`config.mk`:
```
export PLATFORM = sky130hd
export DESIGN_NAME = rtc_time_and_calendar
export DESIGN_NICKNAME = d
export VERILOG_FILES = /design/src/rtl/core/rtc_pkg.sv /design/src/rtl/core/rtc_time_and_calendar.sv /design/src/rtl/core/rtc_core.sv
export VERILOG_INCLUDE_DIRS = /design/src /design/src/rtl/core
export SDC_FILE = /design/constraint.sdc
export NUM_CORES = 1
export LEC_CHECK = 0
export BUFFER_PORTS_ARGS = -buffer_cell sky130_fd_sc_hd__buf_2
export CELL_PAD_IN_SITES_DETAIL_PLACEMENT = 0
export CELL_PAD_IN_SITES_GLOBAL_PLACEMENT = 1
export CORE_UTILIZATION = 30
export DETAILED_ROUTE_END_ITERATION = 8
export PLACE_DENSITY_LB_ADDON = 0.12
export SLEW_MARGIN = 10
export SYNTH_ARGS = -nofsm -noshare
export SYNTH_HDL_FRONTEND = slang
export SYNTH_SLANG_ARGS = --single-unit
export TNS_END_PERCENT = 5
```
`constraint.sdc`:
```
create_clock -name clock -period 18 [get_ports clock]
set_input_delay 1.8 -clock clock [delete_from_list [all_inputs] [get_ports clock]]
set_output_delay 1.8 -clock clock [all_outputs]
set_load 0.05 [all_outputs]
```
`src/rtl/core/assert_macros.svh`:
```
// ----------------------------------------------------------------------------
// Assertion macros
// Concurrent assertion wrappers, compiled out for synthesis.
// ----------------------------------------------------------------------------
`ifndef ASSERT_MACROS_SVH
`define ASSERT_MACROS_SVH

`ifndef SYNTHESIS

// Check an expression at every clock edge outside reset
`define ASSERT_ALWAYS(label, clk, rst, expr, msg) \
   label: assert property (@(posedge clk) disable iff (rst) (expr)) else $error(msg);

// Check a consequent in the same cycle as its antecedent
`define ASSERT_IMPLY(label, clk, rst, ante, cons, msg) \
   label: assert property (@(posedge clk) disable iff (rst) (ante) |-> (cons)) else $error(msg);

// Check a consequent in the cycle after its antecedent
`define ASSERT_NEXT(label, clk, rst, ante, cons, msg) \
   label: assert property (@(posedge clk) disable iff (rst) (ante) |=> (cons)) else $error(msg);

`else

`define ASSERT_ALWAYS(label, clk, rst, expr, msg)
`define ASSERT_IMPLY(label, clk, rst, ante, cons, msg)
`define ASSERT_NEXT(label, clk, rst, ante, cons, msg)

`endif

`endif

```
`src/rtl/core/rtc_pkg.sv`:
```
// ----------------------------------------------------------------------------
// RTC package
// Types, operation codes and calendar helper functions for the clock block.
// ----------------------------------------------------------------------------
package rtc_pkg;

   // Operation codes
   localparam logic [1:0] OP_TICK     = 2'd0;
   localparam logic [1:0] OP_SET_TIME = 2'd1;
   localparam logic [1:0] OP_SET_DATE = 2'd2;
   localparam logic [1:0] OP_READ     = 2'd3;

   // Range limits
   localparam logic [7:0] HOUR_MAX   = 8'd23;
   localparam logic [7:0] MINSEC_MAX = 8'd59;
   localparam logic [7:0] DAY_MAX    = 8'd31;
   localparam logic [7:0] MONTH_MAX  = 8'd12;
   localparam logic [7:0] YEAR_MAX   = 8'd99;

   // Reciprocal of ten for values below 100: tens = (v * 205) >> 11
   localparam logic [14:0] TENS_RECIP = 15'd205;
   localparam int unsigned TENS_SHIFT = 11;

   // Weekday bias after folding the fixed century terms, mod 7
   localparam logic [7:0] WDAY_BIAS_JANFEB = 8'd3;
   localparam logic [7:0] WDAY_BIAS_LATER  = 8'd2;

   typedef struct packed {
      logic [1:0] op;
      logic       bcd;
      logic [7:0] set_hour;
      logic [7:0] set_minute;
      logic [7:0] set_second;
      logic [7:0] set_day;
      logic [7:0] set_month;
      logic [7:0] set_year;
   } req_type;

   typedef struct packed {
      logic [4:0] hour;
      logic [5:0] minute;
      logic [5:0] second;
      logic [4:0] day;
      logic [3:0] month;
      logic [6:0] year;
      logic [2:0] weekday;
   } cal_type;

   // BCD byte to binary: high nibble * 10 + low nibble
   function automatic logic [7:0] from_bcd(input logic [7:0] v);
      return 8'({v[7:4], 3'b000}) + 8'({v[7:4], 1'b0}) + 8'(v[3:0]);
   endfunction

   // Binary value below 100 to BCD byte
   function automatic logic [7:0] to_bcd(input logic [6:0] v);
      logic [14:0] prod;
      logic [3:0]  tens;
      logic [6:0]  tens_x10;
      logic [6:0]  ones;
      prod     = 15'(v) * TENS_RECIP;
      tens     = 4'(prod >> TENS_SHIFT);
      tens_x10 = 7'({tens, 3'b000}) + 7'({tens, 1'b0});
      ones     = v - tens_x10;
      return {tens, ones[3:0]};
   endfunction

   // Days in a month, leap every fourth year
   function automatic logic [4:0] month_length(input logic [3:0] m, input logic [6:0] y);
      logic [4:0] len;
      unique case (m)
         4'd2:                      len = (y[1:0] == 2'b00) ? 5'd29 : 5'd28;
         4'd4, 4'd6, 4'd9, 4'd11:   len = 5'd30;
         default:                   len = 5'd31;
      endcase
      return len;
   endfunction

   // Month term of the weekday sum: (23 * m) / 9
   function automatic logic [4:0] month_offset(input logic [3:0] m);
      logic [4:0] off;
      unique case (m)
         4'd1:    off = 5'd2;
         4'd2:    off = 5'd5;
         4'd3:    off = 5'd7;
         4'd4:    off = 5'd10;
         4'd5:    off = 5'd12;
         4'd6:    off = 5'd15;
         4'd7:    off = 5'd17;
         4'd8:    off = 5'd20;
         4'd9:    off = 5'd23;
         4'd10:   off = 5'd25;
         4'd11:   off = 5'd28;
         4'd12:   off = 5'd30;
         default: off = 5'd0;
      endcase
      return off;
   endfunction

   // Byte mod 7 by folding octal digits (8 is 1 mod 7)
   function automatic logic [2:0] mod7(input logic [7:0] x);
      logic [4:0] s1;
      logic [3:0] s2;
      s1 = 5'(x[7:6]) + 5'(x[5:3]) + 5'(x[2:0]);
      s2 = 4'(s1[4:3]) + 4'(s1[2:0]);
      return (s2 >= 4'd7) ? 3'(s2 - 4'd7) : s2[2:0];
   endfunction

   // Day of week for a date in 2000..2099, 0 is Sunday
   function automatic logic [2:0] calc_weekday(input logic [4:0] d, input logic [3:0] m,
                                               input logic [6:0] y);
      logic [7:0] leaps;
      logic [7:0] bias;
      logic [7:0] sum;
      if (m < 4'd3) begin
         leaps = (8'(y) + 8'd3) >> 2;
         bias  = WDAY_BIAS_JANFEB;
      end else begin
         leaps = 8'(y) >> 2;
         bias  = WDAY_BIAS_LATER;
      end
      sum = 8'(month_offset(m)) + 8'(d) + 8'(y) + leaps + bias;
      return mod7(sum);
   endfunction

endpackage

```
`src/rtl/core/rtc_time_and_calendar.sv`:
```
// ----------------------------------------------------------------------------
// Real-time clock and calendar
// One-second tick, checked set time / set date and read, with decimal or
// BCD formatting of the result. Years 2000 to 2099.
// ----------------------------------------------------------------------------
//
//   Channel   Direction  Handshake              Contents
//   req_*     in         req_valid / req_ready  op, bcd, set time and date
//   rsp_*     out        rsp_valid / rsp_ready  status, time, date, weekday
//
// A transaction is captured in the input register, processed when the output
// register can take it and its result lands there: one transaction per cycle
// sustained while responses are not stalled. The calendar update is a single
// combinational pass between those registers. A stalled response holds the
// output register; the input register keeps taking work until both are full.
// Reset brings the clock to 00:00:00, 1 Jan 2000, weekday 0.
//
module rtc_time_and_calendar (
   input  logic       clock,
   input  logic       reset,

   input  logic       req_valid,
   output logic       req_ready,
   input  logic [1:0] req_op,
   input  logic       req_bcd,
   input  logic [7:0] req_set_hour,
   input  logic [7:0] req_set_minute,
   input  logic [7:0] req_set_second,
   input  logic [7:0] req_set_day,
   input  logic [7:0] req_set_month,
   input  logic [7:0] req_set_year,

   output logic       rsp_valid,
   input  logic       rsp_ready,
   output logic       rsp_status,
   output logic [5:0] rsp_out_hour,
   output logic [6:0] rsp_out_minute,
   output logic [6:0] rsp_out_second,
   output logic [5:0] rsp_out_day,
   output logic [4:0] rsp_out_month,
   output logic [7:0] rsp_out_year,
   output logic [2:0] rsp_out_weekday
);

`include "assert_macros.svh"

   logic             req_valid_ff;
   rtc_pkg::req_type req_data_ff;
   rtc_pkg::req_type req_data_in;
   logic             fire;

   rtc_pkg::cal_type cal_cur;
   rtc_pkg::cal_type cal_upd;
   logic             core_status;

   logic             rsp_valid_ff;
   logic             rsp_status_ff;
   logic [5:0]       rsp_hour_ff,    rsp_hour_in;
   logic [6:0]       rsp_minute_ff,  rsp_minute_in;
   logic [6:0]       rsp_second_ff,  rsp_second_in;
   logic [5:0]       rsp_day_ff,     rsp_day_in;
   logic [4:0]       rsp_month_ff,   rsp_month_in;
   logic [7:0]       rsp_year_ff,    rsp_year_in;
   logic [2:0]       rsp_weekday_ff;

   // Process when the input register holds work and the output can take it
   assign fire      = req_valid_ff && (!rsp_valid_ff || rsp_ready);
   assign req_ready = !req_valid_ff || fire;

   always_comb begin
      req_data_in.op         = req_op;
      req_data_in.bcd        = req_bcd;
      req_data_in.set_hour   = req_set_hour;
      req_data_in.set_minute = req_set_minute;
      req_data_in.set_second = req_set_second;
      req_data_in.set_day    = req_set_day;
      req_data_in.set_month  = req_set_month;
      req_data_in.set_year   = req_set_year;
   end

   // Input register
   always_ff @(posedge clock) begin
      if (reset) begin
         req_valid_ff <= 1'b0;
      end else if (req_ready) begin
         req_valid_ff <= req_valid;
      end
   end

   always_ff @(posedge clock) begin
      if (req_valid && req_ready) begin
         req_data_ff <= req_data_in;
      end
   end

   rtc_core u_core (
      .clock   (clock),
      .reset   (reset),
      .fire    (fire),
      .req     (req_data_ff),
      .cal_cur (cal_cur),
      .cal_upd (cal_upd),
      .status  (core_status)
   );

   // Format the updated calendar for the response
   always_comb begin
      if (req_data_ff.bcd) begin
         rsp_hour_in   = 6'(rtc_pkg::to_bcd(7'(cal_upd.hour)));
         rsp_minute_in = 7'(rtc_pkg::to_bcd(7'(cal_upd.minute)));
         rsp_second_in = 7'(rtc_pkg::to_bcd(7'(cal_upd.second)));
         rsp_day_in    = 6'(rtc_pkg::to_bcd(7'(cal_upd.day)));
         rsp_month_in  = 5'(rtc_pkg::to_bcd(7'(cal_upd.month)));
         rsp_year_in   = rtc_pkg::to_bcd(cal_upd.year);
      end else begin
         rsp_hour_in   = 6'(cal_upd.hour);
         rsp_minute_in = 7'(cal_upd.minute);
         rsp_second_in = 7'(cal_upd.second);
         rsp_day_in    = 6'(cal_upd.day);
         rsp_month_in  = 5'(cal_upd.month);
         rsp_year_in   = 8'(cal_upd.year);
      end
   end

   // Output register
   always_ff @(posedge clock) begin
      if (reset) begin
         rsp_valid_ff <= 1'b0;
      end else if (fire) begin
         rsp_valid_ff <= 1'b1;
      end else if (rsp_ready) begin
         rsp_valid_ff <= 1'b0;
      end
   end

   always_ff @(posedge clock) begin
      if (fire) begin
         rsp_status_ff  <= core_status;
         rsp_hour_ff    <= rsp_hour_in;
         rsp_minute_ff  <= rsp_minute_in;
         rsp_second_ff  <= rsp_second_in;
         rsp_day_ff     <= rsp_day_in;
         rsp_month_ff   <= rsp_month_in;
         rsp_year_ff    <= rsp_year_in;
         rsp_weekday_ff <= cal_upd.weekday;
      end
   end

   assign rsp_valid       = rsp_valid_ff;
   assign rsp_status      = rsp_status_ff;
   assign rsp_out_hour    = rsp_hour_ff;
   assign rsp_out_minute  = rsp_minute_ff;
   assign rsp_out_second  = rsp_second_ff;
   assign rsp_out_day     = rsp_day_ff;
   assign rsp_out_month   = rsp_month_ff;
   assign rsp_out_year    = rsp_year_ff;
   assign rsp_out_weekday = rsp_weekday_ff;

   // Only a set operation can be rejected
   `ASSERT_IMPLY(a_status_on_set, clock, reset, fire && core_status, (req_data_ff.op == rtc_pkg::OP_SET_TIME) || (req_data_ff.op == rtc_pkg::OP_SET_DATE), "status raised for a tick or read")

   // A rejected set leaves the calendar untouched
   `ASSERT_NEXT(a_reject_holds, clock, reset, fire && core_status, $stable(cal_cur), "rejected set changed the calendar")

   // The calendar stays in range
   `ASSERT_ALWAYS(a_cal_range, clock, reset, (cal_cur.hour <= 5'd23) && (cal_cur.minute <= 6'd59) && (cal_cur.second <= 6'd59) && (cal_cur.day != 5'd0) && (cal_cur.month != 4'd0) && (cal_cur.month <= 4'd12) && (cal_cur.year <= 7'd99) && (cal_cur.weekday <= 3'd6), "calendar register out of range")

   // Input stalls only when both registers are full and the output is blocked
   `ASSERT_IMPLY(a_stall_cause, clock, reset, !req_ready, req_valid_ff && rsp_valid_ff && !rsp_ready, "input stalled without a full pipeline")

endmodule

```
`src/rtl/core/rtc_core.sv`:
```
// ----------------------------------------------------------------------------
// RTC calendar core
// Holds the time and date registers and works out their update for one
// transaction: tick cascade, checked set time, checked set date, or read.
// ----------------------------------------------------------------------------
module rtc_core (
   input  logic             clock,
   input  logic             reset,
   input  logic             fire,
   input  rtc_pkg::req_type req,
   output rtc_pkg::cal_type cal_cur,
   output rtc_pkg::cal_type cal_upd,
   output logic             status
);

   rtc_pkg::cal_type cal_ff;
   rtc_pkg::cal_type cal_in;

   logic [7:0] set_h;
   logic [7:0] set_mi;
   logic [7:0] set_s;
   logic [7:0] set_d;
   logic [7:0] set_mo;
   logic [7:0] set_y;
   logic       time_bad;
   logic       date_bad;

   logic [4:0] roll_day;
   logic [3:0] roll_month;
   logic [6:0] roll_year;
   logic [4:0] wd_day;
   logic [3:0] wd_month;
   logic [6:0] wd_year;
   logic [2:0] wd_new;

   // Convert set values and range-check them
   always_comb begin
      set_h  = req.bcd ? rtc_pkg::from_bcd(req.set_hour)   : req.set_hour;
      set_mi = req.bcd ? rtc_pkg::from_bcd(req.set_minute) : req.set_minute;
      set_s  = req.bcd ? rtc_pkg::from_bcd(req.set_second) : req.set_second;
      set_d  = req.bcd ? rtc_pkg::from_bcd(req.set_day)    : req.set_day;
      set_mo = req.bcd ? rtc_pkg::from_bcd(req.set_month)  : req.set_month;
      set_y  = req.bcd ? rtc_pkg::from_bcd(req.set_year)   : req.set_year;
      time_bad = (set_h > rtc_pkg::HOUR_MAX) || (set_mi > rtc_pkg::MINSEC_MAX) ||
                 (set_s > rtc_pkg::MINSEC_MAX);
      date_bad = (set_d == 8'd0) || (set_d > rtc_pkg::DAY_MAX) || (set_mo == 8'd0) ||
                 (set_mo > rtc_pkg::MONTH_MAX) || (set_y > rtc_pkg::YEAR_MAX);
   end

   // Roll the date forward by one day
   always_comb begin
      roll_day   = cal_ff.day;
      roll_month = cal_ff.month;
      roll_year  = cal_ff.year;
      if (cal_ff.day < rtc_pkg::month_length(cal_ff.month, cal_ff.year)) begin
         roll_day = cal_ff.day + 5'd1;
      end else begin
         roll_day = 5'd1;
         if (cal_ff.month >= 4'(rtc_pkg::MONTH_MAX)) begin
            roll_month = 4'd1;
            roll_year  = (cal_ff.year >= 7'(rtc_pkg::YEAR_MAX)) ? 7'd0 : cal_ff.year + 7'd1;
         end else begin
            roll_month = cal_ff.month + 4'd1;
         end
      end
   end

   // Weekday of the new date, from the set values or the rolled date
   always_comb begin
      if (req.op == rtc_pkg::OP_SET_DATE) begin
         wd_day   = set_d[4:0];
         wd_month = set_mo[3:0];
         wd_year  = set_y[6:0];
      end else begin
         wd_day   = roll_day;
         wd_month = roll_month;
         wd_year  = roll_year;
      end
      wd_new = rtc_pkg::calc_weekday(wd_day, wd_month, wd_year);
   end

   // Work out the updated calendar for this transaction
   always_comb begin
      cal_in = cal_ff;
      status = 1'b0;
      unique case (req.op)
         rtc_pkg::OP_TICK: begin
            if (cal_ff.second < 6'(rtc_pkg::MINSEC_MAX)) begin
               cal_in.second = cal_ff.second + 6'd1;
            end else begin
               cal_in.second = 6'd0;
               if (cal_ff.minute < 6'(rtc_pkg::MINSEC_MAX)) begin
                  cal_in.minute = cal_ff.minute + 6'd1;
               end else begin
                  cal_in.minute = 6'd0;
                  if (cal_ff.hour < 5'(rtc_pkg::HOUR_MAX)) begin
                     cal_in.hour = cal_ff.hour + 5'd1;
                  end else begin
                     cal_in.hour    = 5'd0;
                     cal_in.day     = roll_day;
                     cal_in.month   = roll_month;
                     cal_in.year    = roll_year;
                     cal_in.weekday = wd_new;
                  end
               end
            end
         end
         rtc_pkg::OP_SET_TIME: begin
            if (time_bad) begin
               status = 1'b1;
            end else begin
               cal_in.hour   = set_h[4:0];
               cal_in.minute = set_mi[5:0];
               cal_in.second = set_s[5:0];
            end
         end
         rtc_pkg::OP_SET_DATE: begin
            if (date_bad) begin
               status = 1'b1;
            end else begin
               cal_in.day     = set_d[4:0];
               cal_in.month   = set_mo[3:0];
               cal_in.year    = set_y[6:0];
               cal_in.weekday = wd_new;
            end
         end
         rtc_pkg::OP_READ: begin
            cal_in = cal_ff;
         end
         default: begin
            cal_in = cal_ff;
         end
      endcase
   end

   // Commit the update when the transaction is processed
   always_ff @(posedge clock) begin
      if (reset) begin
         cal_ff.hour    <= 5'd0;
         cal_ff.minute  <= 6'd0;
         cal_ff.second  <= 6'd0;
         cal_ff.day     <= 5'd1;
         cal_ff.month   <= 4'd1;
         cal_ff.year    <= 7'd0;
         cal_ff.weekday <= 3'd0;
      end else if (fire) begin
         cal_ff <= cal_in;
      end
   end

   assign cal_cur = cal_ff;
   assign cal_upd = cal_in;

endmodule

```
# Word-level counts from Yosys, hierarchy flattened
# Memory sizes are Yosys's and may differ from the RTL's.
# Index checks and enable logic that the tools add are counted.
[word_totals]
register_bits = 132
rom_bits = 80
inputBits = 55
output_inout_bits = 45
n_memories = 1
[op_classes]
add_sub_neg = 39
mul = 6
order_cmp = 14
eq_ne = 7
muxes = 43
reduce_logical = 18
[mem_list]
columns = ["memory", "depth", "word_bits", "read_ports", "rd_ports_with_merged_regs", "wr", "line", "source"]
rows = [
  ["(no name shown)", 16, 5, 1, 0, 0, "rtc_pkg.sv:81", "unique case (m)"],
]
[ops]
columns = ["cell", "count"]
rows = [
  ["$mux W19", 4],
  ["$add A7 B5 Y8", 6],
  ["$add A8 B4 Y8", 6],
  ["$mux W8", 6],
  ["$pmux W19 S2", 1],
  ["$mux W7", 5],
  ["$pmux W17 S2", 1],
  ["$mux W5", 6],
  ["$mux W6", 5],
  ["$mul A6 B8 Y14 const B", 2],
  ["$mul A5 B8 Y13 const B", 2],
  ["$sub A4 B4 Y4", 6],
  ["$mux W17", 1],
  ["$gt A8 B5 Y1 const B", 2],
  ["$gt A8 B6 Y1 const B", 2],
  ["$logic_not A8 Y1", 2],
  ["$mux W4", 4],
  ["$mul A7 B8 Y15 const B", 1],
  ["$add A4 B4 Y4", 3],
  ["$add A6 B1 Y6 const B", 2],
  ["$lt A6 B6 Y1 const B", 2],
  ["$mul A4 B8 Y12 const B", 1],
  ["$mux W11", 1],
  ["$add A5 B1 Y5 const B", 2],
  ["35 further kinds", 54],
]

# Longest topological paths before layout
# An unclocked memory read counts as a cell.
[logic_depth]
word_depth = 24
ltp_mapped = 46
depth_no_buf = 46

# Hierarchy
# From an unflattened synthesis, not the netlist that was laid out.
[unflattened]
cells_unflattened = 1408
area_unflattened_um2 = 13539.2
[modules_own_cells]
columns = ["module", "n_inst", "cells_per_inst", "area_per_inst_um2", "seq_area_each_um2"]
rows = [
  ["rtc_time_and_calendar", 1, 630, 7295.7, 2862.7],
  ["rtc_core", 1, 778, 6243.5, 720.7],
]

# Worst setup path after synthesis
# Ideal clock, no wire load.
[synth_timing]
path_type = "register -> register"
startpoint = "reg u_core.cal_ff (netlist bit u_core.cal_cur[10])"
endpoint = "reg rsp_weekday_ff[1], in the netlist rsp_out_weekday[1] (data pin)"
setup_time_ns = 0.271
arrival_ns = 8.318
t_required_ns = 17.729
path_slack_ns = 9.411
stages_incl_launch_ff = 40
path_buffers = 0
synth_period_minus_slack_ns = 8.589
cell_sequence = "dfxtp_1 -> inv_1 -> ha_1 -> and3_1 -> ha_1 -> o211a_1 -> nor2_1 -> nor2_1 -> nor2_1 -> a31oi_1 -> nand2_1 -> o21ai_0 -> inv_1 -> ha_1 -> or3_1 -> nor4_1 -> xnor2_1 -> fa_1 -> [4 not listed] -> o21bai_1 -> a21oi_1 -> xnor2_1 -> ha_1 -> inv_1 -> fa_1 -> inv_1 -> ha_1 -> a21o_1 -> a21oi_1 -> xnor2_1 -> ha_1 -> fa_1 -> ha_1 -> inv_1 -> o22ai_1 -> mux2i_1 -> o21ai_0"
[synth_rtl]
columns = ["element", "line", "source"]
rows = [
  ["from (decl)", "rtc_core.sv:16", "rtc_pkg::cal_type cal_ff;"],
  ["from (signal assigned)", "rtc_core.sv:147", "cal_ff <= cal_in;"],
  ["to (signal assigned)", "rtc_time_and_calendar.sv:145", "rsp_weekday_ff <= cal_upd.weekday;"],
  ["to (decl)", "rtc_time_and_calendar.sv:64", "logic [2:0] rsp_weekday_ff;"],
]

==> impl_results.md <==
* Status: finished, final reports clean
* Core area at between 0.04 and 0.05 mm²
* Critical R2R Launch: u_core.cal_cur[10]
* Post_cts resized at 0
* Most Frequent Cell on Critical Path: ha_1
* CP peak stage delay at ~0.8 ns
* GPL Wtd Cong at approximately 0.83
* Critical path class: register to register
* CP arrival at 9.94 ns
* DR DRC count at 0
* Postcts setup bufs at 0
* Die Footprint at 0.0459 mm²
* Post-Syn Nets at 1,791
* Hold/Removal Path Class: register to register
* Switching pwr at about 0.7 mW
* Cell taking the most area after synthesis: ha_1
* Drt via density at 4.96
* Worst EP required at 18.32 ns
* GRT Total Usage at 16.8%
* Hold Crit Depth at 2
* R2R depth at 42
* Syn Std Cell Area at ~0.014 mm²
* Fin util at roughly a third
* Share of the synthesized area in the top cell type at 21.8%
* ANT nets after route at 0
* Die height at 214 µm
* Power share of the clock group at 22.4%
* Worst slew pin tran at between 1 and 1.5 ns
* Vias in the first global route at roughly 11,000
* Commonest cells after routing, fill and taps aside: ha_1 (236), inv_1 (149), nor2_1 (133)
* Clock transition at path regs at around 0.060 ns
* Area contributors post-synth: ha_1 (22%), edfxtp_1 (21%), fa_1 (7.0%)
* Drt initial violations at between 600 and 700
* Fin area at 0.0153 mm²
* HP Start: u_core.cal_cur[2]
* H-tree lvl count at 4
* CTS tree: built
* Slowest cell on the critical path: a31oi_1
* Hold EP: u_core.cal_cur[2]
* Internal cell power at between 0.9 and 1 mW
* IO Port Bufs at ~100
* # rows at 77
* Num CTS Buffers at 17
* Pwr Total at about 1.7 mW
* Unique masters post-synth at 95
* Cells after Synth at ~1,500
* Die width at between 200 and 250 µm
* # Max-Cap Violations at 0
* Global-route wire length before repair at ~60,000 µm
* CTS Hold Bufs at 0
* Reg2Reg Setup Slack at about 8.4 ns
* DP Area at roughly 0.015 mm²
* RSZ-0062 raised after global routing: no
* Register bit count reported by yosys at around 130
* Final hold vios at 0
* Post-synth EDFFs at 94
* Total gr overflow at 0
* Setup ws final at about 8.4 ns
* Post-Place Setup Slack at about 8.4 ns
* Power per cell area at around 110 mW/mm²
* Max Slew Vio Count at 0
* Ys async rst share at 0%
* Synth-to-Final Area Change at 12.8%
* Max-slew headroom at ~29%
* Largest net degree at the start of global routing at 69
* Main synth FF type: edfxtp_1
* Clk root buf: clkbuf_16
* R2r endpoint: u_core.cal_cur[1]
* Commonest non-fill, non-tap cell in the layout: ha_1
* Worst-path fanout max at 11
* Initial antenna violation count at 0
* Final setup vio count at 0
* Maximum vdd drop at roughly 0.23 mV
* Synthesized area per cell at between 9 and 10 µm²
* Reg power frac at 21.6%
* Fillers at about 4,600
* Max Clk Rate at around 100 MHz
* Clock Path Buffers at 2
* Crit share post-route at between 50% and 60%
* Synth warnings at 0
* Clk_lat worst skew at 0.48 ns
* Crit. End Element: register
* First-pass DRT Iterations at 5
* HPWL Detailed at just under 30,000 µm
* Setup TNS at 0 ns
* Final Skew at roughly 0.014 ns
* Clock sink total at 132
* Switching Fraction at between 40% and 50%
* Non-filler cells, final at between 2,000 and 2,500
* Static Leak at a little over 7 nW
* Placed insts at between 2,000 and 2,500
* # diodes at 0
* Gate power share at 56.0%
* Drt total wl at about 37,000 µm
* Total vias in the final route at ~11,000
* Routed WL per cell at around 17 µm
* Io pins at 100
* Nets at 1,871
* Crit start category: register
* Ratio of cells with drive above 1 in the final layout at 12.7%
* Register area share after synthesis at 26.5%
* Hold WS at 0.458 ns
* Initial cell density of the core at a little under a third
* Fin crit period at approximately 9.6 ns
cell usage after synthesis (all sizes together) (34+ instances only):
master  instances
nand3          38
nor2          133
xnor2          42
inv           150
o21ai          44
fa             47
ha            236
edfxtp         94
nand2          95
dfxtp          38
clkbuf         34
a21oi          99
cells by family after synthesis:
group / synth area share, %
xor+xnor: 4.79
mux: 2.48
buf+inv: 5.91
fa+ha+maj: 28.8
flops: 26.5
compound gates: 16.9
simple gates: 14.6
worst max path at each step:
stage                                    end  slack [ns]  depth (start not counted)               start
after global routing       u_core.cal_cur[1]        7.51                         42  u_core.cal_cur[10]
after CTS                  u_core.cal_cur[1]        8.35                         43  u_core.cal_cur[10]
after detailed placement   u_core.cal_cur[1]        8.41                         42  u_core.cal_cur[10]
after global placement     u_core.cal_cur[1]        8.57                         42  u_core.cal_cur[10]
final                      u_core.cal_cur[1]        8.38                         42  u_core.cal_cur[10]
after floorplan           rsp_out_weekday[1]        9.41                         39  u_core.cal_cur[10]
power by group through the flow:
| stage | clock, mW | sequential (mW) | combinational, mW |
|---|---|---|---|
| floorplan | 0 | 0.386 | 0.739 |
| global placement | 0 | 0.372 | 0.934 |
| detailed placement | 0 | 0.372 | 0.949 |
| CTS | 0.396 | 0.365 | 0.957 |
| global route | 0.403 | 0.368 | 1.08 |
| finish | 0.379 | 0.365 | 0.945 |
state kept, by name, summed over array words and instances, names as in the netlist:
| register | flops |
|---|---|
| req_data_ff | 51 |
| req_valid_ff | 1 |
| rsp_out_day | 6 |
| rsp_out_hour | 6 |
| rsp_out_minute | 7 |
| rsp_out_month | 5 |
| rsp_out_second | 7 |
| rsp_out_weekday | 3 |
| rsp_out_year | 8 |
| rsp_status | 1 |
| rsp_valid | 1 |
| u_core.cal_cur | 36 |
worst max-delay path, delay by kind of cell, from the launching register on:
kind	cells	cell delay (ns)
simple gates	8	0.92
fa+ha+maj	12	4.27
xor+xnor	2	0.26
flops	1	0.44
buf+inv	7	0.66
mux	1	0.21
compound gates	12	2.68
area by class of cell:
type                    count  area (µm²)  area share (%)
clock buffers              17         425            2.79
repair buffers            113         601            3.94
well taps                 592         741            4.85
clock inverters            15         194            1.27
flip-flops and latches    132        3580            23.5
inverters                 152         572            3.75
multi-input cells        1117        9150            59.9
per-layer routing:
layer  vias to the layer above  GRT usage [%]  share of wire (%)
met3                        32           2.78                3.1
met1                      4973           25.2                 54
li1                       5428              -                  -
met4                         0           5.36                1.6
met5                         -              0                  0
met2                       181           24.3                 41
No activity file was read; power rests on OpenSTA's default activity.
